### config.mk
export PLATFORM = sky130hd
export DESIGN_NAME = status_led_pattern_sequencer_unit
export DESIGN_NICKNAME = d
export VERILOG_FILES = /design/src/sv/slps_pkg.sv /design/src/sv/status_led_pattern_sequencer_unit.sv /design/src/sv/slps_seq.sv /design/src/sv/slps_color.sv
export SDC_FILE = /design/constraint.sdc
export NUM_CORES = 1
export LEC_CHECK = 0
export BUFFER_PORTS_ARGS = -buffer_cell sky130_fd_sc_hd__buf_4
export CORE_MARGIN = 10
export CORE_UTILIZATION = 46
export DETAILED_ROUTE_END_ITERATION = 7
export REMOVE_ABC_BUFFERS = 1
export SLEW_MARGIN = 20
export SYNTH_ARGS = -nofsm -noshare
export SYNTH_HDL_FRONTEND = slang
export SYNTH_SLANG_ARGS = --single-unit
### constraint.sdc
create_clock -name clock -period 7.5 [get_ports clock]
set_input_delay 0.75 -clock clock [delete_from_list [all_inputs] [get_ports clock]]
set_output_delay 0.75 -clock clock [all_outputs]
set_load 0.005 [all_outputs]
### src/sv/slps_pkg.sv
`timescale 1ns / 1ps
`default_nettype none

package slps_pkg;

   localparam int LEVEL_MAX_DEFAULT = 64;

   localparam int COLOR_W     = 8;
   localparam int STEP_W      = 8;
   localparam int HOLD_W      = 10;
   localparam int PROD_W      = 2 * COLOR_W;
   localparam int STATUS_W    = 3;
   localparam int ACTION_W    = 2;
   localparam int CSR_DATA_W  = 10;
   localparam int CSR_INDEX_W = 3;
   localparam int BLINK_IDX_W = 5;
   localparam int BLINK_LEN_W = 3;

   typedef enum logic [ACTION_W-1:0] {
      ACT_TICK   = 2'd0,
      ACT_STATUS = 2'd1,
      ACT_SETUP  = 2'd2,
      ACT_WIFI   = 2'd3
   } action_type;

   typedef enum logic [CSR_INDEX_W-1:0] {
      CSR_NORMAL_RED   = 3'd0,
      CSR_NORMAL_GREEN = 3'd1,
      CSR_NORMAL_BLUE  = 3'd2,
      CSR_NORMAL_STEP  = 3'd3,
      CSR_SETUP_STEP   = 3'd4
   } csr_index_type;

   localparam logic [STATUS_W-1:0] STATUS_BOOT         = 3'd0;
   localparam logic [STATUS_W-1:0] STATUS_USB_ATTACHED = 3'd1;
   localparam logic [STATUS_W-1:0] STATUS_USB_DETACHED = 3'd2;
   localparam logic [STATUS_W-1:0] STATUS_ERROR        = 3'd3;
   localparam logic [STATUS_W-1:0] STATUS_QUEUE_WAIT   = 3'd4;
   localparam logic [STATUS_W-1:0] STATUS_WIFI_DOWN    = 3'd5;

   typedef enum logic [3:0] {
      PAT_NONE      = 4'd0,
      PAT_ENTRY     = 4'd1,
      PAT_SETUP0    = 4'd2,
      PAT_SETUP1    = 4'd3,
      PAT_SETUP2    = 4'd4,
      PAT_SETUP3    = 4'd5,
      PAT_NORM_UP   = 4'd6,
      PAT_NORM_DOWN = 4'd7,
      PAT_WIFI      = 4'd8,
      PAT_BOOT      = 4'd9,
      PAT_ERROR     = 4'd10,
      PAT_QUEUE     = 4'd11,
      PAT_IDLE      = 4'd12
   } pattern_type;

   typedef struct packed {
      logic [COLOR_W-1:0] normal_red;
      logic [COLOR_W-1:0] normal_green;
      logic [COLOR_W-1:0] normal_blue;
      logic [HOLD_W-1:0]  normal_step;
      logic [HOLD_W-1:0]  setup_step;
   } cfg_type;

   localparam cfg_type CFG_RESET = '{
      normal_red:   8'd6,
      normal_green: 8'd87,
      normal_blue:  8'd33,
      normal_step:  10'd40,
      setup_step:   10'd30
   };

   // Color update for one request. Scaled channels still need the division by
   // the ramp's full level; the others carry the color in their low byte.
   typedef struct packed {
      logic              write;
      logic              scaled;
      logic [PROD_W-1:0] r;
      logic [PROD_W-1:0] g;
      logic [PROD_W-1:0] b;
   } paint_type;

   typedef struct packed {
      logic               write;
      logic [COLOR_W-1:0] r;
      logic [COLOR_W-1:0] g;
      logic [COLOR_W-1:0] b;
      logic [HOLD_W-1:0]  hold_ms;
   } blink_type;

   function automatic blink_type blink_entry(input logic [BLINK_IDX_W-1:0] idx);
      blink_type s;
      unique case (idx)
         5'd0, 5'd2, 5'd4: s = '{1'b1, 8'd0,  8'd0,  8'd64, 10'd120};
         5'd1, 5'd3, 5'd5: s = '{1'b1, 8'd0,  8'd0,  8'd0,  10'd120};
         5'd6:             s = '{1'b1, 8'd96, 8'd0,  8'd24, 10'd200};
         5'd7:             s = '{1'b1, 8'd0,  8'd0,  8'd0,  10'd800};
         5'd8:             s = '{1'b1, 8'd0,  8'd64, 8'd0,  10'd50};
         5'd9:             s = '{1'b1, 8'd0,  8'd0,  8'd0,  10'd500};
         5'd10, 5'd12:     s = '{1'b1, 8'd64, 8'd0,  8'd0,  10'd100};
         5'd11:            s = '{1'b1, 8'd0,  8'd0,  8'd0,  10'd200};
         5'd13:            s = '{1'b1, 8'd0,  8'd0,  8'd0,  10'd800};
         5'd14:            s = '{1'b1, 8'd48, 8'd0,  8'd48, 10'd150};
         5'd15:            s = '{1'b1, 8'd0,  8'd0,  8'd0,  10'd500};
         default:          s = '{1'b0, 8'd0,  8'd0,  8'd0,  10'd500};
      endcase
      return s;
   endfunction

   function automatic logic [BLINK_IDX_W-1:0] blink_start(input pattern_type p);
      logic [BLINK_IDX_W-1:0] start;
      unique case (p)
         PAT_ENTRY: start = 5'd0;
         PAT_WIFI:  start = 5'd6;
         PAT_BOOT:  start = 5'd8;
         PAT_ERROR: start = 5'd10;
         PAT_QUEUE: start = 5'd14;
         default:   start = 5'd16;
      endcase
      return start;
   endfunction

   function automatic logic [BLINK_LEN_W-1:0] blink_len(input pattern_type p);
      logic [BLINK_LEN_W-1:0] len;
      unique case (p)
         PAT_ENTRY: len = 3'd6;
         PAT_WIFI:  len = 3'd2;
         PAT_BOOT:  len = 3'd2;
         PAT_ERROR: len = 3'd4;
         PAT_QUEUE: len = 3'd2;
         default:   len = 3'd1;
      endcase
      return len;
   endfunction

endpackage

`default_nettype wire

### src/sv/status_led_pattern_sequencer_unit.sv
`timescale 1ns / 1ps
`default_nettype none

// Channel   Direction  Handshake              Payload
// req       in         req_valid/req_ready    req_action, req_value
// rsp       out        rsp_valid/rsp_ready    rsp_red, rsp_green, rsp_blue, rsp_refresh
// csr       in         csr_wen (no wait)      csr_index, csr_wdata
//
// One request is taken every cycle unless a stalled response fills both stages; each
// response is registered first in the sequencer stage and then in the color stage.
// The pattern state advances in the sequencer stage; the normal breathe color
// is scaled by a constant reciprocal multiply in the color stage.
// Reset clears the pattern state, the LED color to black and the registers
// to their defaults. A stalled response holds the color stage, and the
// sequencer stage still takes a request while its own register is free.

module status_led_pattern_sequencer_unit
   import slps_pkg::*;
#(
   parameter int LEVEL_MAX = LEVEL_MAX_DEFAULT
)
(
   input  wire logic                   clock,
   input  wire logic                   reset,
   input  wire logic                   req_valid,
   output logic                        req_ready,
   input  wire logic [ACTION_W-1:0]    req_action,
   input  wire logic [STATUS_W-1:0]    req_value,
   output logic                        rsp_valid,
   input  wire logic                   rsp_ready,
   output logic [COLOR_W-1:0]          rsp_red,
   output logic [COLOR_W-1:0]          rsp_green,
   output logic [COLOR_W-1:0]          rsp_blue,
   output logic                        rsp_refresh,
   input  wire logic                   csr_wen,
   input  wire logic [CSR_INDEX_W-1:0] csr_index,
   input  wire logic [CSR_DATA_W-1:0]  csr_wdata
);

   cfg_type   cfg_ff, cfg_in;
   logic      s1_valid_ff, s1_valid_in;
   paint_type s1_paint_ff;
   paint_type paint;
   logic      accept;
   logic      take;

   always_comb begin
      cfg_in = cfg_ff;
      if (csr_wen) begin
         unique case (csr_index_type'(csr_index))
            CSR_NORMAL_RED:   cfg_in.normal_red   = csr_wdata[COLOR_W-1:0];
            CSR_NORMAL_GREEN: cfg_in.normal_green = csr_wdata[COLOR_W-1:0];
            CSR_NORMAL_BLUE:  cfg_in.normal_blue  = csr_wdata[COLOR_W-1:0];
            CSR_NORMAL_STEP:  cfg_in.normal_step  = csr_wdata[HOLD_W-1:0];
            CSR_SETUP_STEP:   cfg_in.setup_step   = csr_wdata[HOLD_W-1:0];
            default:          cfg_in = cfg_ff;
         endcase
      end
   end

   assign req_ready   = ~s1_valid_ff | take;
   assign accept      = req_valid & req_ready;
   assign s1_valid_in = accept | (s1_valid_ff & ~take);

   always_ff @(posedge clock) begin
      if (reset) begin
         cfg_ff      <= CFG_RESET;
         s1_valid_ff <= 1'b0;
      end else begin
         cfg_ff      <= cfg_in;
         s1_valid_ff <= s1_valid_in;
      end
   end

   always_ff @(posedge clock) begin
      if (accept) begin
         s1_paint_ff <= paint;
      end
   end

   slps_seq #(
      .LEVEL_MAX (LEVEL_MAX)
   ) u_seq (
      .clock  (clock),
      .reset  (reset),
      .accept (accept),
      .action (req_action),
      .value  (req_value),
      .cfg    (cfg_ff),
      .paint  (paint)
   );

   slps_color #(
      .LEVEL_MAX (LEVEL_MAX)
   ) u_color (
      .clock       (clock),
      .reset       (reset),
      .in_valid    (s1_valid_ff),
      .paint       (s1_paint_ff),
      .take        (take),
      .rsp_valid   (rsp_valid),
      .rsp_ready   (rsp_ready),
      .rsp_red     (rsp_red),
      .rsp_green   (rsp_green),
      .rsp_blue    (rsp_blue),
      .rsp_refresh (rsp_refresh)
   );

endmodule

`default_nettype wire

### src/sv/slps_seq.sv
`timescale 1ns / 1ps
`default_nettype none

module slps_seq
   import slps_pkg::*;
#(
   parameter int LEVEL_MAX = LEVEL_MAX_DEFAULT
)
(
   input  wire logic                clock,
   input  wire logic                reset,
   input  wire logic                accept,
   input  wire logic [ACTION_W-1:0] action,
   input  wire logic [STATUS_W-1:0] value,
   input  wire cfg_type             cfg,
   output paint_type                paint
);

   localparam int RAMP_STEPS = LEVEL_MAX / 2 + 1;
   localparam logic [STEP_W-1:0]  RAMP_END  = STEP_W'(RAMP_STEPS);
   localparam logic [COLOR_W-1:0] LEVEL_TOP = COLOR_W'(LEVEL_MAX);

   logic [STATUS_W-1:0] status_ff, status_in;
   logic                setup_ff, setup_in;
   logic                entry_ff, entry_in;
   logic                wifi_down_ff, wifi_down_in;
   pattern_type         pat_ff, pat_in;
   logic [STEP_W-1:0]   step_ff, step_in;
   logic [HOLD_W-1:0]   ms_left_ff, ms_left_in;

   logic                ramp_end;
   logic                last_ramp;
   logic                blink_end;
   logic                entry_next;
   logic [STATUS_W-1:0] status_next;
   pattern_type         cand_pat;
   logic [STEP_W-1:0]   cand_step;
   logic                need_pick;
   pattern_type         exec_pat;
   logic [STEP_W-1:0]   exec_step;
   logic                exec_ramp;
   logic                exec_up;
   logic [COLOR_W-1:0]  level;
   blink_type           blink;
   logic [HOLD_W-1:0]   hold;
   paint_type           exec_paint;

   function automatic logic is_ramp(input pattern_type p);
      return (p >= PAT_SETUP0) && (p <= PAT_NORM_DOWN);
   endfunction

   function automatic logic is_setup_ramp(input pattern_type p);
      return (p >= PAT_SETUP0) && (p <= PAT_SETUP3);
   endfunction

   function automatic logic is_blink(input pattern_type p);
      return (p == PAT_ENTRY) || ((p >= PAT_WIFI) && (p <= PAT_IDLE));
   endfunction

   function automatic logic [HOLD_W-1:0] step_len(input logic [HOLD_W-1:0] v);
      return (v == '0) ? HOLD_W'(1) : v;
   endfunction

   function automatic pattern_type pick_pattern(input logic                setup,
                                                input logic                entry,
                                                input logic                wifi,
                                                input logic [STATUS_W-1:0] status);
      pattern_type p;
      if (setup) begin
         p = entry ? PAT_ENTRY : PAT_SETUP0;
      end else if (wifi) begin
         p = PAT_WIFI;
      end else begin
         unique case (status)
            STATUS_BOOT:                              p = PAT_BOOT;
            STATUS_USB_ATTACHED, STATUS_USB_DETACHED: p = PAT_NORM_UP;
            STATUS_ERROR:                             p = PAT_ERROR;
            STATUS_QUEUE_WAIT:                        p = PAT_QUEUE;
            STATUS_WIFI_DOWN:                         p = PAT_WIFI;
            default:                                  p = PAT_IDLE;
         endcase
      end
      return p;
   endfunction

   // Work out which pattern step runs on a tick whose wait has run out, folding
   // the ends of patterns and the next pick into the same pass.
   always_comb begin
      ramp_end    = is_ramp(pat_ff) && (step_ff >= RAMP_END);
      last_ramp   = (pat_ff == PAT_SETUP3) || (pat_ff == PAT_NORM_DOWN);
      blink_end   = is_blink(pat_ff) && (STEP_W'(blink_len(pat_ff)) <= step_ff);
      entry_next  = entry_ff & ~(blink_end && (pat_ff == PAT_ENTRY));
      status_next = (blink_end && (pat_ff == PAT_BOOT)) ? STATUS_USB_ATTACHED : status_ff;

      if (ramp_end && !last_ramp) begin
         cand_pat  = pattern_type'(pat_ff + 4'd1);
         cand_step = '0;
      end else begin
         cand_pat  = pat_ff;
         cand_step = step_ff;
      end

      need_pick = !(is_ramp(pat_ff) || is_blink(pat_ff)) || blink_end
                  || (ramp_end && last_ramp)
                  || (is_ramp(cand_pat) && (is_setup_ramp(cand_pat) != setup_ff));

      if (need_pick) begin
         exec_pat  = pick_pattern(setup_ff, entry_next, wifi_down_ff, status_next);
         exec_step = '0;
      end else begin
         exec_pat  = cand_pat;
         exec_step = cand_step;
      end

      exec_ramp = is_ramp(exec_pat);
      exec_up   = (exec_pat == PAT_SETUP0) || (exec_pat == PAT_SETUP2)
                  || (exec_pat == PAT_NORM_UP);
      level     = exec_up ? {exec_step[COLOR_W-2:0], 1'b0}
                          : LEVEL_TOP - {exec_step[COLOR_W-2:0], 1'b0};
      blink     = blink_entry(blink_start(exec_pat) + exec_step[BLINK_IDX_W-1:0]);

      exec_paint = '0;
      if (exec_ramp) begin
         exec_paint.write = 1'b1;
         if (!is_setup_ramp(exec_pat)) begin
            exec_paint.scaled = 1'b1;
            exec_paint.r = PROD_W'(cfg.normal_red) * PROD_W'(level);
            exec_paint.g = PROD_W'(cfg.normal_green) * PROD_W'(level);
            exec_paint.b = PROD_W'(cfg.normal_blue) * PROD_W'(level);
         end else if ((exec_pat == PAT_SETUP0) || (exec_pat == PAT_SETUP1)) begin
            exec_paint.r = PROD_W'(level >> 2);
            exec_paint.b = PROD_W'(level);
         end else begin
            exec_paint.g = PROD_W'(level >> 1);
            exec_paint.b = PROD_W'(level);
         end
         hold = step_len(is_setup_ramp(exec_pat) ? cfg.setup_step : cfg.normal_step);
      end else begin
         exec_paint.write = blink.write;
         exec_paint.r     = PROD_W'(blink.r);
         exec_paint.g     = PROD_W'(blink.g);
         exec_paint.b     = PROD_W'(blink.b);
         hold             = blink.hold_ms;
      end
   end

   always_comb begin
      status_in    = status_ff;
      setup_in     = setup_ff;
      entry_in     = entry_ff;
      wifi_down_in = wifi_down_ff;
      pat_in       = pat_ff;
      step_in      = step_ff;
      ms_left_in   = ms_left_ff;
      paint        = '0;
      if (accept) begin
         unique case (action_type'(action))
            ACT_TICK: begin
               if (ms_left_ff != '0) begin
                  ms_left_in = ms_left_ff - HOLD_W'(1);
               end else begin
                  pat_in     = exec_pat;
                  step_in    = exec_step + STEP_W'(1);
                  status_in  = status_next;
                  entry_in   = entry_next;
                  ms_left_in = hold - HOLD_W'(1);
                  paint      = exec_paint;
               end
            end
            ACT_STATUS: begin
               status_in = value;
            end
            ACT_SETUP: begin
               if (value[0] && !setup_ff) begin
                  setup_in = 1'b1;
                  entry_in = 1'b1;
               end else if (!value[0] && setup_ff) begin
                  setup_in    = 1'b0;
                  entry_in    = 1'b0;
                  paint.write = 1'b1;
               end
            end
            ACT_WIFI: begin
               wifi_down_in = ~value[0];
            end
         endcase
      end
   end

   always_ff @(posedge clock) begin
      if (reset) begin
         status_ff    <= STATUS_BOOT;
         setup_ff     <= 1'b0;
         entry_ff     <= 1'b0;
         wifi_down_ff <= 1'b0;
         pat_ff       <= PAT_NONE;
         step_ff      <= '0;
         ms_left_ff   <= '0;
      end else begin
         status_ff    <= status_in;
         setup_ff     <= setup_in;
         entry_ff     <= entry_in;
         wifi_down_ff <= wifi_down_in;
         pat_ff       <= pat_in;
         step_ff      <= step_in;
         ms_left_ff   <= ms_left_in;
      end
   end

endmodule

`default_nettype wire

### src/sv/slps_color.sv
`timescale 1ns / 1ps
`default_nettype none

module slps_color
   import slps_pkg::*;
#(
   parameter int LEVEL_MAX = LEVEL_MAX_DEFAULT
)
(
   input  wire logic               clock,
   input  wire logic               reset,
   input  wire logic               in_valid,
   input  wire paint_type          paint,
   output logic                    take,
   output logic                    rsp_valid,
   input  wire logic               rsp_ready,
   output logic [COLOR_W-1:0]      rsp_red,
   output logic [COLOR_W-1:0]      rsp_green,
   output logic [COLOR_W-1:0]      rsp_blue,
   output logic                    rsp_refresh
);

   // Division by the full ramp level as a multiplication by its rounded-up
   // reciprocal, exact for every product of two bytes.
   localparam int LEVEL_LOG   = $clog2(LEVEL_MAX);
   localparam int RECIP_SHIFT = PROD_W + LEVEL_LOG;
   localparam int MUL_W       = 2 * PROD_W + 1;
   localparam longint unsigned RECIP =
      ((64'd1 << RECIP_SHIFT) + 64'(LEVEL_MAX) - 64'd1) / 64'(LEVEL_MAX);

   logic               valid_ff, valid_in;
   logic [COLOR_W-1:0] red_ff, red_in;
   logic [COLOR_W-1:0] green_ff, green_in;
   logic [COLOR_W-1:0] blue_ff, blue_in;
   logic               refresh_ff, refresh_in;
   logic               load;

   function automatic logic [COLOR_W-1:0] channel(input logic              scaled,
                                                  input logic [PROD_W-1:0] x);
      logic [MUL_W-1:0] full;
      full = MUL_W'(x) * MUL_W'(RECIP);
      return scaled ? full[RECIP_SHIFT +: COLOR_W] : x[COLOR_W-1:0];
   endfunction

   always_comb begin
      take       = ~valid_ff | rsp_ready;
      load       = in_valid & take;
      valid_in   = load | (valid_ff & ~rsp_ready);
      red_in     = red_ff;
      green_in   = green_ff;
      blue_in    = blue_ff;
      refresh_in = refresh_ff;
      if (load) begin
         refresh_in = paint.write;
         if (paint.write) begin
            red_in   = channel(paint.scaled, paint.r);
            green_in = channel(paint.scaled, paint.g);
            blue_in  = channel(paint.scaled, paint.b);
         end
      end
   end

   always_ff @(posedge clock) begin
      if (reset) begin
         valid_ff   <= 1'b0;
         red_ff     <= '0;
         green_ff   <= '0;
         blue_ff    <= '0;
         refresh_ff <= 1'b0;
      end else begin
         valid_ff   <= valid_in;
         red_ff     <= red_in;
         green_ff   <= green_in;
         blue_ff    <= blue_in;
         refresh_ff <= refresh_in;
      end
   end

   assign rsp_valid   = valid_ff;
   assign rsp_red     = red_ff;
   assign rsp_green   = green_ff;
   assign rsp_blue    = blue_ff;
   assign rsp_refresh = refresh_ff;

endmodule

`default_nettype wire

# ---- Word-level counts from Yosys, hierarchy flattened
# Memory sizes are Yosys's and may differ from the RTL's.
# Cells that the tools add are included.
dict set report classes {
  n_addsub 6
  n_mul 3
  order_cmp 12
  n_eq_ne 31
  n_mux 37
  bitwise 18
  reduce_logical 53
}
# op count
set ops {}
lappend ops {{$mux W48} 2}
lappend ops {{$mux W50} 1}
lappend ops {{$mul A8 B8 Y16} 3}
lappend ops {{$mux W8} 6}
lappend ops {{$mux W10} 4}
lappend ops {{$mux W35} 1}
lappend ops {{$eq A4 B4 Y1 const B} 8}
lappend ops {{$pmux W5 S5} 1}
lappend ops {{$le A4 B3 Y1 const B} 5}
lappend ops {{$pmux W4 S5} 1}
lappend ops {{$sub A10 B1 Y10 const B} 2}
lappend ops {{$eq A4 B3 Y1 const B} 4}
lappend ops {{$mux W4} 4}
lappend ops {{$reduce_and A2 Y1} 8}
lappend ops {{$logic_and A1 B1 Y1} 15}
lappend ops {{$eq A3 B2 Y1 const B} 4}
lappend ops {{$ge A4 B2 Y1 const B} 3}
lappend ops {{$logic_not A10 Y1} 1}
lappend ops {{$reduce_bool A10 Y1} 1}
lappend ops {{$eq A3 B3 Y1 const B} 3}
lappend ops {{$logic_or A1 B1 Y1} 9}
lappend ops {{$not A1 Y1} 9}
lappend ops {{$pmux W3 S3} 1}
lappend ops {{$reduce_and A3 Y1} 3}
lappend ops {{33 further kinds} 61}
dict set report totals {
  ff_bits 143
  romBits 272
  inputBits 23
  out_inout_bits 27
  wordCells 187
  mem_count 1
}
# memory words word_bits rd rd_clocked_by_memory_dff write_ports line
set mem_list {}
lappend mem_list {{(no name shown)} 16 17 1 0 0 slps_pkg.sv:93} ;# unique case (idx)

# ---- Longest topological paths before layout
# Gate-level depths: netlist of the first run.
dict set report depth {
  depth_word 22
  ltp_mapped 39
  ltp_nobuf 37
}

# ---- Modules after synthesis
# Synthesis of the first run repeated with hierarchy kept, for this count alone.
dict set report unflattened {
  hier_cells 1456
  area_unflattened_um2 13434.1
}
# module n_inst cells_each area_each_um2 seq_area_each_um2
set modules_own_cells {}
lappend modules_own_cells {slps_seq 1 1111 8785.9 560.5}
lappend modules_own_cells {status_led_pattern_sequencer_unit 1 225 3338.2 2402.3}
lappend modules_own_cells {slps_color 1 120 1310.0 520.5}

# ---- Least setup slack after synthesis of the first run
# Ideal clock, no wire load.
dict set report synth_timing {
  kind {register to register}
  startpoint {reg u_seq.pat_ff[3]}
  endpoint {reg s1_paint_ff[45] in the netlist's numbering, data pin}
  setup_ns 0.266
  t_arrival_ns 7.938
  required_time_ns 7.234
  setup_slack_ns -0.704
  stages_incl_launch_ff 40
  n_path_buf 5
  period_less_slack_ns 8.204
  path_cell_list {dfxtp_1 clkbuf_1 buf_1 mux2i_1 nor2_1 ha_1 and3_1 nor3_2 a32oi_1 a31oi_2 o311a_2 and3_1 buf_2 inv_1 ha_1 inv_1 or4_1 and4_1 [4 not listed] fa_1 inv_1 fa_1 inv_1 fa_1 inv_1 ha_1 inv_1 o21bai_1 a21oi_1 o21bai_1 a21oi_1 o21bai_1 a21oi_1 xnor2_1 xnor2_1 xnor2_1 nor2_1}
}
dict set report synth_between {
  elab_chain_len 19
  elab_cells_between_ends 72
  classes_between {add/sub (2); mul (1); order compare (11); eq/ne (16); mux (12); bitwise (3); reduce/logical (27)}
}
# element line
set synth_lines {}
lappend synth_lines {{start, declared} slps_seq.sv:27} ;# pattern_type pat_ff, pat_in;
lappend synth_lines {{start signal, assigned} slps_seq.sv:204} ;# pat_ff <= pat_in;
lappend synth_lines {{$eq A4 B4 Y1 (on tied branches)} {slps_pkg.sv:125, slps_seq.sv:93}}
lappend synth_lines {{$reduce_or A3 Y1 (no line)} -}
lappend synth_lines {{$pmux W3 S3} slps_pkg.sv:125} ;# unique case (p)
lappend synth_lines {{$le A3 B8 Y1} slps_seq.sv:91} ;# blink_end = is_blink(pat_ff) && (STEP_W'(blink_len(pat_ff)) <= step_ff);
lappend synth_lines {{$logic_and A1 B1 Y1} slps_seq.sv:91}
lappend synth_lines {{$logic_and A1 B1 Y1} slps_seq.sv:93} ;# status_next = (blink_end && (pat_ff == PAT_BOOT)) ? STATUS_USB_ATTACHED : status_ff;
lappend synth_lines {{$mux W3} slps_seq.sv:93}
lappend synth_lines {{$eq A3 B1 Y1 / $eq A3 B2 Y1 (equally long branches)} slps_seq.sv:74} ;# unique case (status)
lappend synth_lines {{[3 not listed]} -}
lappend synth_lines {{$mux W4} slps_seq.sv:69} ;# if (setup) begin
lappend synth_lines {{$mux W4} slps_seq.sv:107} ;# if (need_pick) begin
lappend synth_lines {{$eq A4 B2 Y1 / $eq A4 B3 Y1 (equally long branches)} slps_seq.sv:116} ;# exec_up = (exec_pat == PAT_SETUP0) || (exec_pat == PAT_SETUP2)
lappend synth_lines {{$logic_or A1 B1 Y1} slps_seq.sv:116}
lappend synth_lines {{$logic_or A1 B1 Y1} slps_seq.sv:117} ;# || (exec_pat == PAT_NORM_UP);
lappend synth_lines {{$mux W8} slps_seq.sv:118} ;# level = exec_up ? {exec_step[COLOR_W-2:0], 1'b0}
lappend synth_lines {{$mul A8 B8 Y16} slps_seq.sv:127} ;# exec_paint.r = PROD_W'(cfg.normal_red) * PROD_W'(level);
lappend synth_lines {{$mux W48} slps_seq.sv:125} ;# if (!is_setup_ramp(exec_pat)) begin
lappend synth_lines {{end signal, assigned} status_led_pattern_sequencer_unit.sv:77} ;# s1_paint_ff <= paint;
lappend synth_lines {{end, declared} status_led_pattern_sequencer_unit.sv:42} ;# paint_type s1_paint_ff;
# Parallel ways exist; a longest one is shown, timed or not.
# A chain may end at the register's enable or synchronous reset.

# ---- Final worst setup path of the first run
dict set report layout_timing {
  startpoint {reg u_seq.pat_ff[0]}
  endpoint {reg s1_paint_ff[29] in the netlist's numbering, data pin}
}
dict set report layout_between {
  elab_chain_len 19
  elab_cells_between_ends 72
  classes_between {add/sub (2); mul (1); order compare (11); eq/ne (16); mux (12); bitwise (3); reduce/logical (27)}
}
# element line
set layout_lines {}
lappend layout_lines {{$eq A4 B4 Y1 (on tied branches)} {slps_pkg.sv:125, slps_seq.sv:93}}
lappend layout_lines {{$reduce_or A3 Y1 (no line)} -}
lappend layout_lines {{$pmux W3 S3} slps_pkg.sv:125}
lappend layout_lines {{$le A3 B8 Y1} slps_seq.sv:91}
lappend layout_lines {{$logic_and A1 B1 Y1} slps_seq.sv:91}
lappend layout_lines {{$logic_and A1 B1 Y1} slps_seq.sv:93}
lappend layout_lines {{$mux W3} slps_seq.sv:93}
lappend layout_lines {{$eq A3 B1 Y1 / $eq A3 B2 Y1 (equally long branches)} slps_seq.sv:74}
lappend layout_lines {{[3 not listed]} -}
lappend layout_lines {{$mux W4} slps_seq.sv:69}
lappend layout_lines {{$mux W4} slps_seq.sv:107}
lappend layout_lines {{$eq A4 B2 Y1 / $eq A4 B3 Y1 (equally long branches)} slps_seq.sv:116}
lappend layout_lines {{$logic_or A1 B1 Y1} slps_seq.sv:116}
lappend layout_lines {{$logic_or A1 B1 Y1} slps_seq.sv:117}
lappend layout_lines {{$mux W8} slps_seq.sv:118}
lappend layout_lines {{$mul A8 B8 Y16} slps_seq.sv:128} ;# exec_paint.g = PROD_W'(cfg.normal_green) * PROD_W'(level);
lappend layout_lines {{$mux W48} slps_seq.sv:125}
# Parallel ways exist; a longest one is shown, timed or not.

==> impl.org, run 1 <==
** Logic synthesis
- Counting flops and latches in the post-synthesis netlist gives 142.
- Synthesis produced a netlist whose cell count is 1471.
- For this run, the number of Yosys warnings is 0.
- After synthesis, the share of flip-flops with an asynchronous set or reset is 0%.
- Mapped Avg Cell Area :: 8.674 sq um
- In this run, synthesis inferred 43 flip-flops with an integrated enable.
- Total standard cell area after synthesis :: 12760 sq um
- For this run, the leading register cell type out of synthesis is sky130_fd_sc_hd__dfxtp_1.
- Distinct cell type count after synthesis :: 86
- Fraction of the yosys area taken by sequential cells :: 25.65%

** STA
- The max-slew violation total from the final report was 0.
- After layout, the worst path uses about 100% of the clock period.
- Headroom to the max-slew limit came out at 28.23%.
- Final clock skew :: 0.01236 ns
- Setup repair after global routing missed its margin :: true
- Achievable frequency :: 134.3 MHz
- Min Tclk post-route :: 7.446 ns
- Hold Vio Cnt, Final :: 0
- Worst Max-Slew Pin Slew :: around 1.1 ns
- Setup violations remaining at the end of the flow were counted as 0.
- Setup TNS Final :: 0 ns

** Power and ir drop
- Summed over all cells, the static leakage comes to 0.007016 uW.
- VDD sags by at most 0.0001429 V.
- Power density cells :: 191.7 nW/um^2

** Finish
- Antenna diode count :: 0
- Final Net Count :: 1862
- Summing all non-filler instances in the final layout gives an area of between 15000 and 20000 sq um.
- Synth-to-Final Area Change :: 25.22%
- Fraction of layout instances using a drive strength above 1 :: 22.75%
- Fill count :: roughly 2400
- Area of combinational cells with multiple inputs :: 9230 sq um
- Combined flip-flop and latch cell area :: 3281 sq um

** Placement
- Detailed placement ended at an HPWL of 25820 microns.
- Once placement finished, the instance area stood at 14390 sq um.
- The congestion estimate from routability-driven global placement came to 0.8933.
- Total of buffers placed on input and output ports :: 49

** Routing
- DR pass1 iterations :: 5
- For this run, design rule violations remaining after detail routing come to 0.
- Dividing the detail-routed wire length by the instance count gives between 15 and 20 microns.
- The count of nets left with antenna violations once routing finished came out at 0.
- Drt first-iter violations :: 713
- Detail-routed via count per cell :: 5.374
- The routed design has ~36000 microns of wire.
- The routed layout has roughly 11000 vias.

** Flow run
- Max-cap violations in this run came to 0.

** Worst setup path
- For the worst setup path, the data arrival time is ~7.6 ns.
- Dominant delay contributor by cell family on the critical path :: adder cells
- Kind of end point of the critical path :: flop
- CP max-delay cell :: sky130_fd_sc_hd__fa_1
- Setup slack, reg-to-reg :: roughly 0.054 ns
- Required time at the endpoint of the critical path :: 7.69 ns
- In this design, the stage delay of the slowest critical-path cell is 0.53 ns.
- STA classifies the critical path startpoint as a flop.
- Worst path bufs/invs :: 8
- By startpoint and endpoint, the worst setup path is classified as reg -> reg.
- Critical path's most frequent cell :: sky130_fd_sc_hd__fa_1
- Along the worst path, the maximum fanout reaches 5.

** Floorplan
- Io pins :: 50
- Area of the placeable core :: 27100 sq um
- From left edge to right edge, the die measures 186.6 microns.
- Height of the die :: 186.6 microns
- The initialized floorplan defines 60 standard-cell rows.
- Overall die area :: 34800 sq um
- Initial standard-cell utilization of the core :: 47.08%

** Global routing
- Wire length of the first global-routing pass :: 57170 microns
- Entering global routing, the biggest net connects 63 pins.
- For this run the aggregate overflow at the end of global routing stands at 0.
- Global routing used 20.01% of the available tracks.
- Number of global-route vias before repair :: approximately 11000
- Antenna violations before repair :: 0

** Hold path
- The worst hold path belongs to the class reg -> reg.

** Clock network
- In this run the clock root is driven by a sky130_fd_sc_hd__clkbuf_16.
- The clock tree synthesis step divided the H-tree into 4 levels.
- TritonCTS created 17 clock buffers.
- Hold buffers post-CTS :: 0
- TritonCTS built the clock tree.
- The later pin in the worst-skew pair is clocked with a latency of roughly 0.44 ns.
- After clock tree synthesis, the clock-pin slew on the worst setup and hold paths is around 0.070 ns.
- In this run the deepest clock path goes through 2 buffers.
- CTS Sinks :: 142

** Status
- Result of the run :: finished clean
-- cells in the mapped netlist, drive strengths merged (4+ instances only) --
cell type	number	area share, %
a21oi	81	3.2
buf	11	0.49
o311ai	5	0.48
nor3	19	0.87
and2	105	5.1
edfxtp	43	10
a211oi	33	2.0
a22oi	8	0.47
ha	111	11
o21ai	27	1.1
mux2	5	0.44
nand2b	10	0.49
nor2	136	4.0
nor4	6	0.34
dfxtp	99	16
nor3b	5	0.29
nand4	7	0.39
mux2i	40	3.1
xor2	10	0.69
nand2	156	4.6
o31ai	6	0.35
a31oi	12	0.80
a2bb2oi	4	0.27
and3	12	0.59
a211o	9	0.62
nand3b	13	0.76
nor2b	41	2.0
o21bai	15	0.88
fa	88	14
nand3	20	0.82
xnor2	43	3.1
a32oi	6	0.41
inv	158	4.6
clkbuf	58	1.7
or3	6	0.29
a21o	10	0.59
-- cell type report --
class                      instances  area share [%]
multi-input combinational       1102           57.77
sequential                       142           20.53
timing repair buffer             219           11.14
inverter                         158           3.806
tap                              372           2.913
clock buffer                      20           2.866
clock inverter                    12          0.9789
-- worst min-delay path, cell delays in order, from the launching register on --
cell                      delay (ns)
sky130_fd_sc_hd__dfxtp_1        0.31
sky130_fd_sc_hd__nand2_1        0.05
sky130_fd_sc_hd__a21oi_1        0.05
-- cell families (layout without fill, tap and decap cells) --
family,after synthesis,after routing,synth area share (%)
xor+xnor,53,53,3.756
buf+inv,227,409,6.844
flops,142,142,25.65
compound gates,253,253,13.72
fa+ha+maj,199,199,24.69
mux,45,45,3.579
simple gates,552,552,21.76
-- power by group --
| part | internal (uW) | leakage (uW) | total, uW | switching, uW |
|---|---|---|---|---|
| Sequential | 833 | 0.00125 | 869 | 36.3 |
| Clock | 546 | 0.000301 | 920 | 373 |
| Combinational | 544 | 0.00547 | 1270 | 731 |
-- path summary, 6_finish.rpt --
| path | start | cells past startpoint | endpoint |
|---|---|---|---|
| hold / removal | cfg_ff[0]$_SDFFE_PP0P_ | 2 | cfg_ff[0]$_SDFFE_PP0P_ |
| setup / recovery | u_seq.pat_ff[0]$_SDFFE_PP0P_ | 36 | s1_paint_ff[29]$_SDFFCE_PP0P_ |
| hold reg to reg | cfg_ff[0]$_SDFFE_PP0P_ | 2 | cfg_ff[0]$_SDFFE_PP0P_ |
| setup reg to reg | u_seq.pat_ff[0]$_SDFFE_PP0P_ | 36 | s1_paint_ff[29]$_SDFFCE_PP0P_ |
-- registers in the layout (all words and copies together), names as in the netlist, 3 cells and up --
| name | flops |
|---|---|
| u_color.rsp_green | 8 |
| u_seq.step_ff | 8 |
| u_color.rsp_red | 8 |
| u_seq.pat_ff | 4 |
| u_seq.status_ff | 3 |
| cfg_ff | 44 |
| u_seq.ms_left_ff | 10 |
| s1_paint_ff | 43 |
| u_color.rsp_blue | 8 |
-- layer usage --
layer	up-vias	share of wire, %	GRT usage (%)
li1	5300	-	-
met1	5294	47	27.04
met2	254	47	32.94
met3	34	4.4	2.719
met4	0	1.6	5.087
met5	-	0	0
-- metrics by stage --
step | std cells | utilization (%) | hold slack (ns) | power [uW] | worst slack [ns]
after global placement | 1958 | 53.09 | 0.4472 | 1989 | -0.1934
after global routing | 2025 | 58.96 | 0.4855 | 3237 | -0.2617
final | 2025 | 58.96 | 0.4636 | 3063 | 0.05408
after floorplan | 1402 | - | 0.4296 | 1614 | -1.189
after detailed placement | 1958 | 53.09 | 0.4555 | 2002 | -0.4942
after CTS | 2012 | 57.13 | 0.4644 | 2990 | 0.005177
-- cell usage in the layout, fill, tap and decap left out, types with 40 or more instances in the layout --
cell type,synthesis,final
sky130_fd_sc_hd__dfxtp_1,99,97
sky130_fd_sc_hd__ha_1,111,93
sky130_fd_sc_hd__mux2i_1,40,40
sky130_fd_sc_hd__inv_1,158,143
sky130_fd_sc_hd__nor2_1,136,134
sky130_fd_sc_hd__edfxtp_1,43,43
sky130_fd_sc_hd__buf_4,0,199
sky130_fd_sc_hd__fa_1,88,85
sky130_fd_sc_hd__a21oi_1,81,62
sky130_fd_sc_hd__nor2b_1,41,40
sky130_fd_sc_hd__and2_1,105,97
sky130_fd_sc_hd__nand2_1,155,146
-- what timing repair did --
item                       in CTS  in global routing
cloned                          2                  0
pin swaps                      62                105
setup buffers                  20                 15
gates resized for setup        54                 94
hold endpoints to repair        0                  0
setup endpoints to repair       9                 11
No activity file was read; power rests on OpenSTA's default activity.
==> run 2: changes to the inputs <==
==> constraint.sdc (replaced) <==
create_clock -name clock -period 6.95 [get_ports clock]
set_input_delay 0.695 -clock clock [delete_from_list [all_inputs] [get_ports clock]]
set_output_delay 0.695 -clock clock [all_outputs]
set_load 0.005 [all_outputs]
==> run 2 against run 1 <==
Net effect:
- flip-flop and latch count is the same
- utilization up 2.4 points
- critical endpoint is now s1_paint_ff[13]$_SDFFCE_PP0P_
- combinational power is 14% higher
- the flow now finishes with violations (setup timing)
- largest cell class unchanged
- sequential power rose by 7.8%
- total power increased by 8.7%
- largest power group unchanged
- hold slack worse by 0.0047 ns
- first-iteration DRC count rose by 6.2%
- count of clock-buffer cells in the layout is 3 lower
- fmax rose by 0.60%
- critical path depth up 3
- global-route usage increased by 0.77 points
- register-to-register slack got worse by 0.51 ns
==> impl.org, run 2 (same netlist as run 1, synthesis figures left out) <==
** Clock network
- Buffer depth of the longest clock path :: 2
- Counting the buffers created by CTS gives 17.
- TritonCTS clock tree :: done
- Clock tree root buffer cell :: sky130_fd_sc_hd__clkbuf_16
- CTS Sinks :: about 140
- Buffers inserted to repair hold after CTS numbered 0.
- The later pin in the worst-skew pair is clocked with a latency of 0.44 ns.
- Clock-pin slew reported for the worst setup and hold paths after clock tree synthesis :: 0.07 ns
- The H-tree generated during clock tree synthesis spans 4 levels.

** Worst setup path
- Delay of the slowest critical-path stage :: between 0.5 and 0.6 ns
- In this run the worst setup path begins at u_seq.pat_ff[1]$_SDFFE_PP0P_.
- R2R Path Start :: u_seq.pat_ff[1]$_SDFFE_PP0P_
- The worst setup path is launched from a flop.
- Critical path's most frequent cell :: sky130_fd_sc_hd__buf_6
- The worst setup path is captured at a flop.
- Top fanout value on the critical path :: 5
- Start-to-end type of the worst setup path :: reg -> reg
- On the critical path, the stage with the largest delay is an instance of sky130_fd_sc_hd__fa_1.
- STA puts the critical path data required time at 7.14 ns.
- Critical path arrival :: 7.59 ns

** Global routing
- Antenna violations before repair :: 0
- Overall overflow remaining after global route :: 0
- The number of global-route vias before repair came to 11178.
- Global routing used approximately 21% of the available tracks.
- Wire length of the first global-routing pass :: ~59000 microns
- Pin count of the biggest net entering global routing :: 63

** Status
- The run finished, with violations left.
- Violated checks :: setup timing

** STA
- Setup repair after global routing could not meet its margin everywhere.
- Final clock skew :: 0.01501 ns
- Hold Vio Cnt, Final :: 0
- Achievable frequency :: between 100 and 150 MHz
- The max-slew violation total from the final report was 0.
- Min Tclk post-route :: 7.402 ns
- Max-slew headroom :: 25.24%
- Worst Max-Slew Pin Slew :: around 1.1 ns
- Final period util :: 106.5%
- Setup slack after layout :: -0.4517 ns
- Setup violations remaining at the end of the flow were counted as 8.

** Finish
- Synth-to-Final Area Change :: 30.34%
- The register with the most flip-flops in the layout has 44 of them.
- Fraction of layout instances using a drive strength above 1 :: between 20% and 30%
- The library cells used most frequently in the layout, excluding fill and tap cells, are sky130_fd_sc_hd__buf_4 (221), sky130_fd_sc_hd__nand2_1 (143), sky130_fd_sc_hd__inv_1 (133), sky130_fd_sc_hd__nor2_1 (131), sky130_fd_sc_hd__dfxtp_1 (97).
- Combined flip-flop and latch cell area :: 3278 sq um
- The final layout contains 1909 nets.
- The multi-input combinational cells in the finished layout cover a total of 9429 sq um.
- The finished layout holds roughly 2100 standard cells, fillers aside.
- The register with the most flip-flops in the final layout is cfg_ff.
- 0 antenna diodes ended up in the layout.
- Regs by FF count :: cfg_ff (44), s1_paint_ff (43), u_seq.ms_left_ff (10)
- The library cell used most frequently in the layout, excluding fill and tap cells, is sky130_fd_sc_hd__buf_4.
- The layout has 2318 filler cells.

** Routing
- Wire length per cell after detailed routing :: 17.96 microns
- The routed design has 37200 microns of wire.
- Detail-routed via count per cell :: between 5 and 6
- Number of nets with antenna violations after routing :: 0
- The detailed router finished its first iteration with between 700 and 800 violations.
- In the routed design, unresolved DRC markers number 0.
- DR pass1 iterations :: 5
- The final route contains 11130 vias.

** Placement
- The wire-length estimate of the detail-placed layout is 26080 microns.
- Total of buffers placed on input and output ports :: just under 50
- Before CTS, the worst setup slack after placement is -1.006 ns.
- Cell count after placement :: about 2000
- RD Place Congestion :: 0.8555

** Power and ir drop
- Combinational logic burns 43.6% of the power.
- For this design the total switching power over the nets is 1283 uW.
- Of the total power, the share spent switching nets is 38.53%.
- Sequential cells account for 28.1% of the total power.
- Proportion of power drawn by the clock network :: ~28%
- Internal power comes to ~2000 uW.
- In this run the power density over the cells is 200.3 nW/um^2.
- Across the VDD grid, the largest voltage drop is 0.0001228 V.
- In this run the static leakage power is 0.007326 uW.

** Floorplan
- Initial standard-cell utilization of the core :: 47.08%
- The floorplan step defined a die boundary enclosing 34800 sq um.
- Io pins :: 50
- Placement Rows :: 60
- Area of the placeable core :: 27100 sq um
- Height of the die :: approximately 190 microns
- Die width :: 186.6 microns

** Hold path
- The worst hold path belongs to the class reg -> reg.
- The worst hold path begins at cfg_ff[0]$_SDFFE_PP0P_.

** Flow run
- Max-cap violations in this run came to 0.
-- run 2: changes by cell type in the layout (fill, tap and decap cells not counted), moves of 4 or more --
| cell | delta |
|---|---|
| sky130_fd_sc_hd__inv_2 | +14 |
| sky130_fd_sc_hd__and2_4 | +7 |
| sky130_fd_sc_hd__inv_1 | -10 |
| sky130_fd_sc_hd__inv_8 | +4 |
| sky130_fd_sc_hd__buf_4 | +22 |
| sky130_fd_sc_hd__ha_4 | +4 |
| sky130_fd_sc_hd__inv_6 | -4 |
| sky130_fd_sc_hd__xnor2_1 | -7 |
| sky130_fd_sc_hd__xnor2_2 | +7 |
| sky130_fd_sc_hd__buf_6 | +21 |
| sky130_fd_sc_hd__and2_1 | -7 |
-- run 2: cell type report --
type / instances / area share (%)
clock buffer: 17 / 2.558
clock inverter: 15 / 0.9555
inverter: 158 / 3.581
multi-input combinational: 1102 / 56.70
sequential: 142 / 19.71
tap: 372 / 2.799
timing repair buffer: 266 / 13.70
-- run 2: worst paths after layout --
kind	to	slack, ns	depth (start not counted)
worst max register to register	s1_paint_ff[13]$_SDFFCE_PP0P_	-0.45	39
worst min-delay path	cfg_ff[0]$_SDFFE_PP0P_	0.46	2
worst max-delay path	s1_paint_ff[13]$_SDFFCE_PP0P_	-0.45	39
worst min register to register	cfg_ff[0]$_SDFFE_PP0P_	0.46	2
-- run 2: routing by layer --
metal / track usage [%] / routed length, microns / share of wire [%]
met3: 3.073 / 2049 / 5.5
met4: 5.552 / 799 / 2.1
met5: 0 / 0 / 0
met1: 28.00 / 16730 / 45
met2: 33.99 / 17620 / 47
-- run 2: critical path: cells and delay by family (launching register included) --
family                   cells  cell delay, ns
adder cells (fa/ha/maj)      7            2.72
buffers and inverters       10            0.96
XOR/XNOR                     3            0.48
AND/OR/NAND/NOR              6            0.71
multiplexers                 1            0.35
flip-flops                   1            0.37
AO/OA/AOI/OAI               12            1.57
-- run 2: power groups by stage --
stage | registers (uW) | logic, uW | clock network (uW)
2_1_floorplan | 946 | 796 | 0
3_3_place_gp | 952 | 1230 | 0
3_5_place_dp | 954 | 1250 | 0
4_1_cts | 936 | 1370 | 951
5_1_grt | 942 | 1590 | 988
6_report | 937 | 1450 | 942
-- run 2: repair_timing --
action                                  CTS  global route
buffers inserted                         44            16
gates cloned                              3             2
gates resized for setup                 144            73
pin swaps                               137            52
endpoints found under the setup margin   21            22
-- run 2: stage by stage --
stage / setup TNS, ns / total power (uW) / utilization [%] / cell area, sq um / hold WS [ns]
2_1_floorplan: -25.44 / 1742 / - / 12480 / 0.4296
3_5_place_dp: -9.362 / 2203 / 54.15 / 14670 / 0.4499
4_1_cts: -2.619 / 3260 / 59.90 / 16230 / 0.4594
3_3_place_gp: -4.910 / 2184 / 54.15 / 14670 / 0.4474
5_1_grt: -5.753 / 3524 / 61.37 / 16630 / 0.4798
6_report: -2.104 / 3331 / 61.37 / 16630 / 0.4589
==> run 3: changes to the inputs <==
--- a/config.mk
+++ b/config.mk
@@ -5,6 +5,7 @@
 export SDC_FILE = /design/constraint.sdc
 export NUM_CORES = 1
 export LEC_CHECK = 0
+export ABC_AREA = 1
 export BUFFER_PORTS_ARGS = -buffer_cell sky130_fd_sc_hd__buf_4
 export CORE_MARGIN = 10
 export CORE_UTILIZATION = 46
==> run 3 against run 2 <==
Net effect:
- the run still ends with setup timing left
- fmax grew 2.0%
- first-iteration DRC count up 2.5%
- total power rose by 49%
- clock power rose by 1%
- area after synthesis decreased by 3.0%
- non-clock buffer count decreased by 25
- die area shrank 2.7%
- via count decreased by 0.32%
- final cell count grew 4.1%
- utilization decreased by 0.53 points
- count of clock-buffer cells in the layout is 6 higher
- critical path type unchanged
- largest cell class unchanged
- highest routed layer unchanged
==> impl.org, run 3 <==
** Status
- Result of the run :: complete, but fails checks
- Violated checks :: setup timing

** Finish
- The repair_antennas step left the layout with diodes totalling 0.
- Fraction of layout instances using a drive strength above 1 :: around 28%
- Leaving out fill and tap cells, the most frequent cell in the layout is sky130_fd_sc_hd__inv_1.
- Final Net Count :: 2030
- Synth-to-Final Area Change :: 29.17%
- The register with the most flip-flops in the layout has 44 of them.
- The largest registers in the layout are cfg_ff (44), s1_paint_ff (43), u_seq.ms_left_ff (10).
- The register with the most flip-flops in the final layout is cfg_ff.
- The library cells used most frequently in the layout, excluding fill and tap cells, are sky130_fd_sc_hd__inv_1 (263), sky130_fd_sc_hd__buf_4 (208), sky130_fd_sc_hd__nand2_1 (191), sky130_fd_sc_hd__nor2_1 (188), sky130_fd_sc_hd__dfxtp_1 (97).

** Global routing
- Entering global routing, the biggest net connects 61 pins.
- For this run, the total global-route usage over all layers was measured as around a fifth.
- Wire length of the first global-routing pass :: 56870 microns
- The number of global-route vias before repair was 10857.
- The total overflow left after global routing is 0.
- The number of antenna violations at the first check in global routing was 0.

** Logic synthesis
- In the synthesized netlist, the cells that appear most often are sky130_fd_sc_hd__inv_1 (289), sky130_fd_sc_hd__nand2_1 (216), sky130_fd_sc_hd__nor2_1 (213).
- Cell count after synthesis :: 1591
- Share of Yosys cell area claimed by the top area cell type :: 16.01%
- EDFF count, synth :: 43
- After synthesis, the largest family of logic cells by area is adder cells.
- In this run the cell area of the synthesized design comes to 12380 sq um.
- Distinct cell type count after synthesis :: 52
- Synth top area cells :: sky130_fd_sc_hd__dfxtp_1 (16%), sky130_fd_sc_hd__fa_1 (14%), sky130_fd_sc_hd__ha_1 (11%)
- After synthesis, the mean cell area works out to between 7 and 8 sq um.
- The largest total area in the synthesized netlist belongs to sky130_fd_sc_hd__dfxtp_1.
- Top flip-flop cell by instance count after synthesis :: sky130_fd_sc_hd__dfxtp_1
- After Yosys synthesis, full adders, half adders and majority gates account for 25.45% of the synthesized area.
- Proportion of synthesized area in mux cells :: 2.173%
- The synthesized netlist devotes 12.41% of its cell area to compound gates.
- The synthesized design contains between 100 and 150 register bits.
- Yosys instantiated no cell more often than sky130_fd_sc_hd__inv_1.
- FFs w/ async S/R, synth :: 0%
- Of the total synthesized cell area, the portion taken by XOR and XNOR cells is 2.406%.
- Fraction of the yosys area taken by sequential cells :: a little over a quarter
- Synthesis warning total :: 0
- Post-synthesis share of cell area spent on and, or, nand and nor gates :: between 20% and 30%

** Power and ir drop
- Net switching is between 40% and 50% of the power.
- Registers are responsible for 18.5% of the overall power.
- Proportion of power drawn by the clock network :: a little under a fifth
- VDD sags by at most 0.0001945 V.
- Power density cells :: 311.2 nW/um^2
- In this run the static leakage power is around 0.0076 uW.
- The analysis attributes to net switching a power of between 2000 and 2500 uW.
- Cell internal power was estimated by the tool at between 2000 and 3000 uW.
- In this run, the combinational gates consume 62.3% of the power.

** Clock network
- The H-tree was split into 4 levels.
- Clock buffer count from CTS :: 17
- The later pin in the worst-skew pair is clocked with a latency of 0.44 ns.
- After clock tree synthesis, the clock-pin slew on the worst setup and hold paths is around 0.070 ns.
- CTS Sinks :: 142
- Hold buffers post-CTS :: 0
- Clock tree synthesis selected as its root buffer the cell sky130_fd_sc_hd__clkbuf_16.
- TritonCTS clock tree :: done
- Buffer depth of the longest clock path :: 2

** Floorplan
- After floorplanning, the core was divided into 59 placement rows.
- The die is 184.0 microns wide.
- The floorplan step defined a die boundary enclosing 33870 sq um.
- In this run the count of I/O pins placed on the die edge is 50.
- Area of the placeable core :: 26280 sq um
- Height of the die :: 184.0 microns
- Initial standard-cell utilization of the core :: a little under half

** STA
- Hold Vio Cnt, Final :: 0
- The max-slew violation total from the final report was 0.
- Setup violations remaining at the end of the flow were counted as 6.
- The routed design could run at a clock period as short as 7.257 ns.
- For the final routed database, the setup TNS stands at -1.297 ns.
- Post-Route Hold Slack :: 0.4448 ns
- Max-slew headroom :: 37.87%
- Setup repair after global routing could not meet its margin everywhere.
- Setup slack after layout :: -0.3067 ns
- Worst Max-Slew Pin Slew :: around 0.93 ns
- On the final layout, the worst clock skew is 0.01928 ns.
- Static timing analysis puts the maximum clock frequency at 137.8 MHz.
- Final period util :: 104.4%

** Worst setup path
- The worst setup path is launched from a flop.
- The worst register-to-register path ends at s1_paint_ff[13]$_SDFFCE_PP0P_.
- CP max-delay cell :: sky130_fd_sc_hd__fa_1
- Setup slack, reg-to-reg :: -0.31 ns
- For the worst setup path, the data required time is 7.12 ns.
- Delay of the slowest critical-path stage :: between 0.5 and 0.6 ns
- Counting stages on the worst path, the most repeated cell is sky130_fd_sc_hd__inv_2.
- The number of cells on the worst reg-to-reg path is 43.
- Kind of end point of the critical path :: flop
- R2R Path Start :: u_seq.pat_ff[1]$_SDFFE_PP0P_
- In this run the worst path has a maximum fanout of 5.
- The critical path is of the reg -> reg type.
- Critical path arrival :: 7.42 ns

** Placement
- Detailed placement finished with a half-perimeter wire length of 25010 microns.
- The congestion estimate from routability-driven global placement came to 0.8967.
- Input and output buffers added on the ports amount to 49.

** Routing
- For this block, the routed nets add up to 35180 microns of wire.
- Dividing the detail-routed wire length by the instance count gives 16.32 microns.
- The pre-antenna-repair detailed-routing pass consisted of 6 iterations.
- In the routed design, unresolved DRC markers number 0.
- Detail-routed via count per cell :: ~5.1
- Routed via count :: around 11000
- The detail route stage leaves a number of antenna-violating nets equal to 0.
- Drt first-iter violations :: between 700 and 800

** Flow run
- Across the run, the number of max-cap violations was 0.

** Hold path
- In this run the worst hold path is classified as reg -> reg.
- For hold timing, the worst endpoint is u_color.rsp_red[3]$_SDFFE_PP0P_.
- In this run the most critical hold path is launched from u_color.rsp_red[3]$_SDFFE_PP0P_.
- Hold-critical path depth :: 2
-- run 3: cell count changes after synthesis, moves of 39 or more --
cell and delta:
sky130_fd_sc_hd__and2_1 -105, sky130_fd_sc_hd__mux2i_1 -39, sky130_fd_sc_hd__nor2b_1 -41, sky130_fd_sc_hd__inv_1 +131, sky130_fd_sc_hd__o21ai_0 +80, sky130_fd_sc_hd__nor2_1 +77
sky130_fd_sc_hd__nand2_1 +61
-- run 3: worst max-delay path by stage --
| stage | start | end | slack, ns | depth (start not counted) |
|---|---|---|---|---|
| global placement | u_seq.pat_ff[1]$_SDFFE_PP0P_ | s1_paint_ff[45]$_SDFFCE_PP0P_ | -0.52 | 47 |
| finish | u_seq.pat_ff[1]$_SDFFE_PP0P_ | s1_paint_ff[13]$_SDFFCE_PP0P_ | -0.31 | 43 |
| floorplan | u_seq.pat_ff[1]$_SDFFE_PP0P_ | s1_paint_ff[13]$_SDFFCE_PP0P_ | -1.35 | 40 |
| detailed placement | u_seq.pat_ff[1]$_SDFFE_PP0P_ | s1_paint_ff[13]$_SDFFCE_PP0P_ | -0.72 | 49 |
| CTS | u_seq.pat_ff[1]$_SDFFE_PP0P_ | s1_paint_ff[13]$_SDFFCE_PP0P_ | -0.23 | 49 |
| global route | u_seq.pat_ff[1]$_SDFFE_PP0P_ | s1_paint_ff[13]$_SDFFCE_PP0P_ | -0.61 | 47 |
-- run 3: cells by family (layout without fill, tap and decap cells) --
family / Yosys count / count (layout)
AO/OA/AOI/OAI: 282 / 282
flip-flops: 142 / 142
XOR/XNOR: 34 / 34
AND/OR/NAND/NOR: 556 / 556
buffers and inverters: 354 / 584
multiplexers: 24 / 24
adder cells (fa/ha/maj): 199 / 199
-- run 3: layout make-up --
type / count / area (sq um)
clock buffers: 23 / 510.5
multi-input cells: 1095 / 8488
inverters: 311 / 1197
well taps: 335 / 419.2
flip-flops and latches: 142 / 3276
repair buffers: 241 / 2003
fillers: 2270 / 10290
clock inverters: 9 / 95.09
-- run 3: power groups by stage --
| stage | Combinational (uW) | Sequential, uW | Clock, uW |
|---|---|---|---|
| after CTS | 2710 | 919 | 969 |
| after global placement | 2360 | 936 | 0 |
| after floorplan | 1550 | 933 | 0 |
| after detailed placement | 2390 | 937 | 0 |
| final | 3100 | 920 | 956 |
| after global routing | 3460 | 925 | 1010 |
-- run 3: through the flow --
step	instances	setup slack, ns	utilization, %	cell area [sq um]	total power [uW]
after floorplan	1548	-1.349	-	12180	2487
after global placement	2048	-0.5169	52.79	13870	3295
after detailed placement	2048	-0.7243	52.79	13870	3322
after CTS	2129	-0.2302	58.22	15300	4593
after global routing	2156	-0.6142	60.84	15990	5390
final	2156	-0.3067	60.84	15990	4976
-- run 3: repair_timing --
action	4_1_cts	5_1_grt
setup endpoints to repair	18	16
setup buffers	48	36
pin swaps	59	79
resized for setup	116	114
gates cloned	2	0
-- run 3: critical path, delay by kind of cell (launching register included) --
kind | cells | cell delay [ns]
DFF | 1 | 0.35
AOI/OAI and AO/OA | 12 | 1.39
adders and majority gates | 7 | 2.67
xor gates and xnor gates | 2 | 0.32
and+or+nand+nor | 11 | 1.26
buffers and inverters | 11 | 0.99
-- run 3: layer usage --
metal	GRT usage, %	vias to the layer above	wire length, microns
li1	-	5495	-
met2	33.10	252	16010
met3	3.004	52	1615
met4	5.048	0	788
met5	0	-	0
met1	29.32	5295	16770
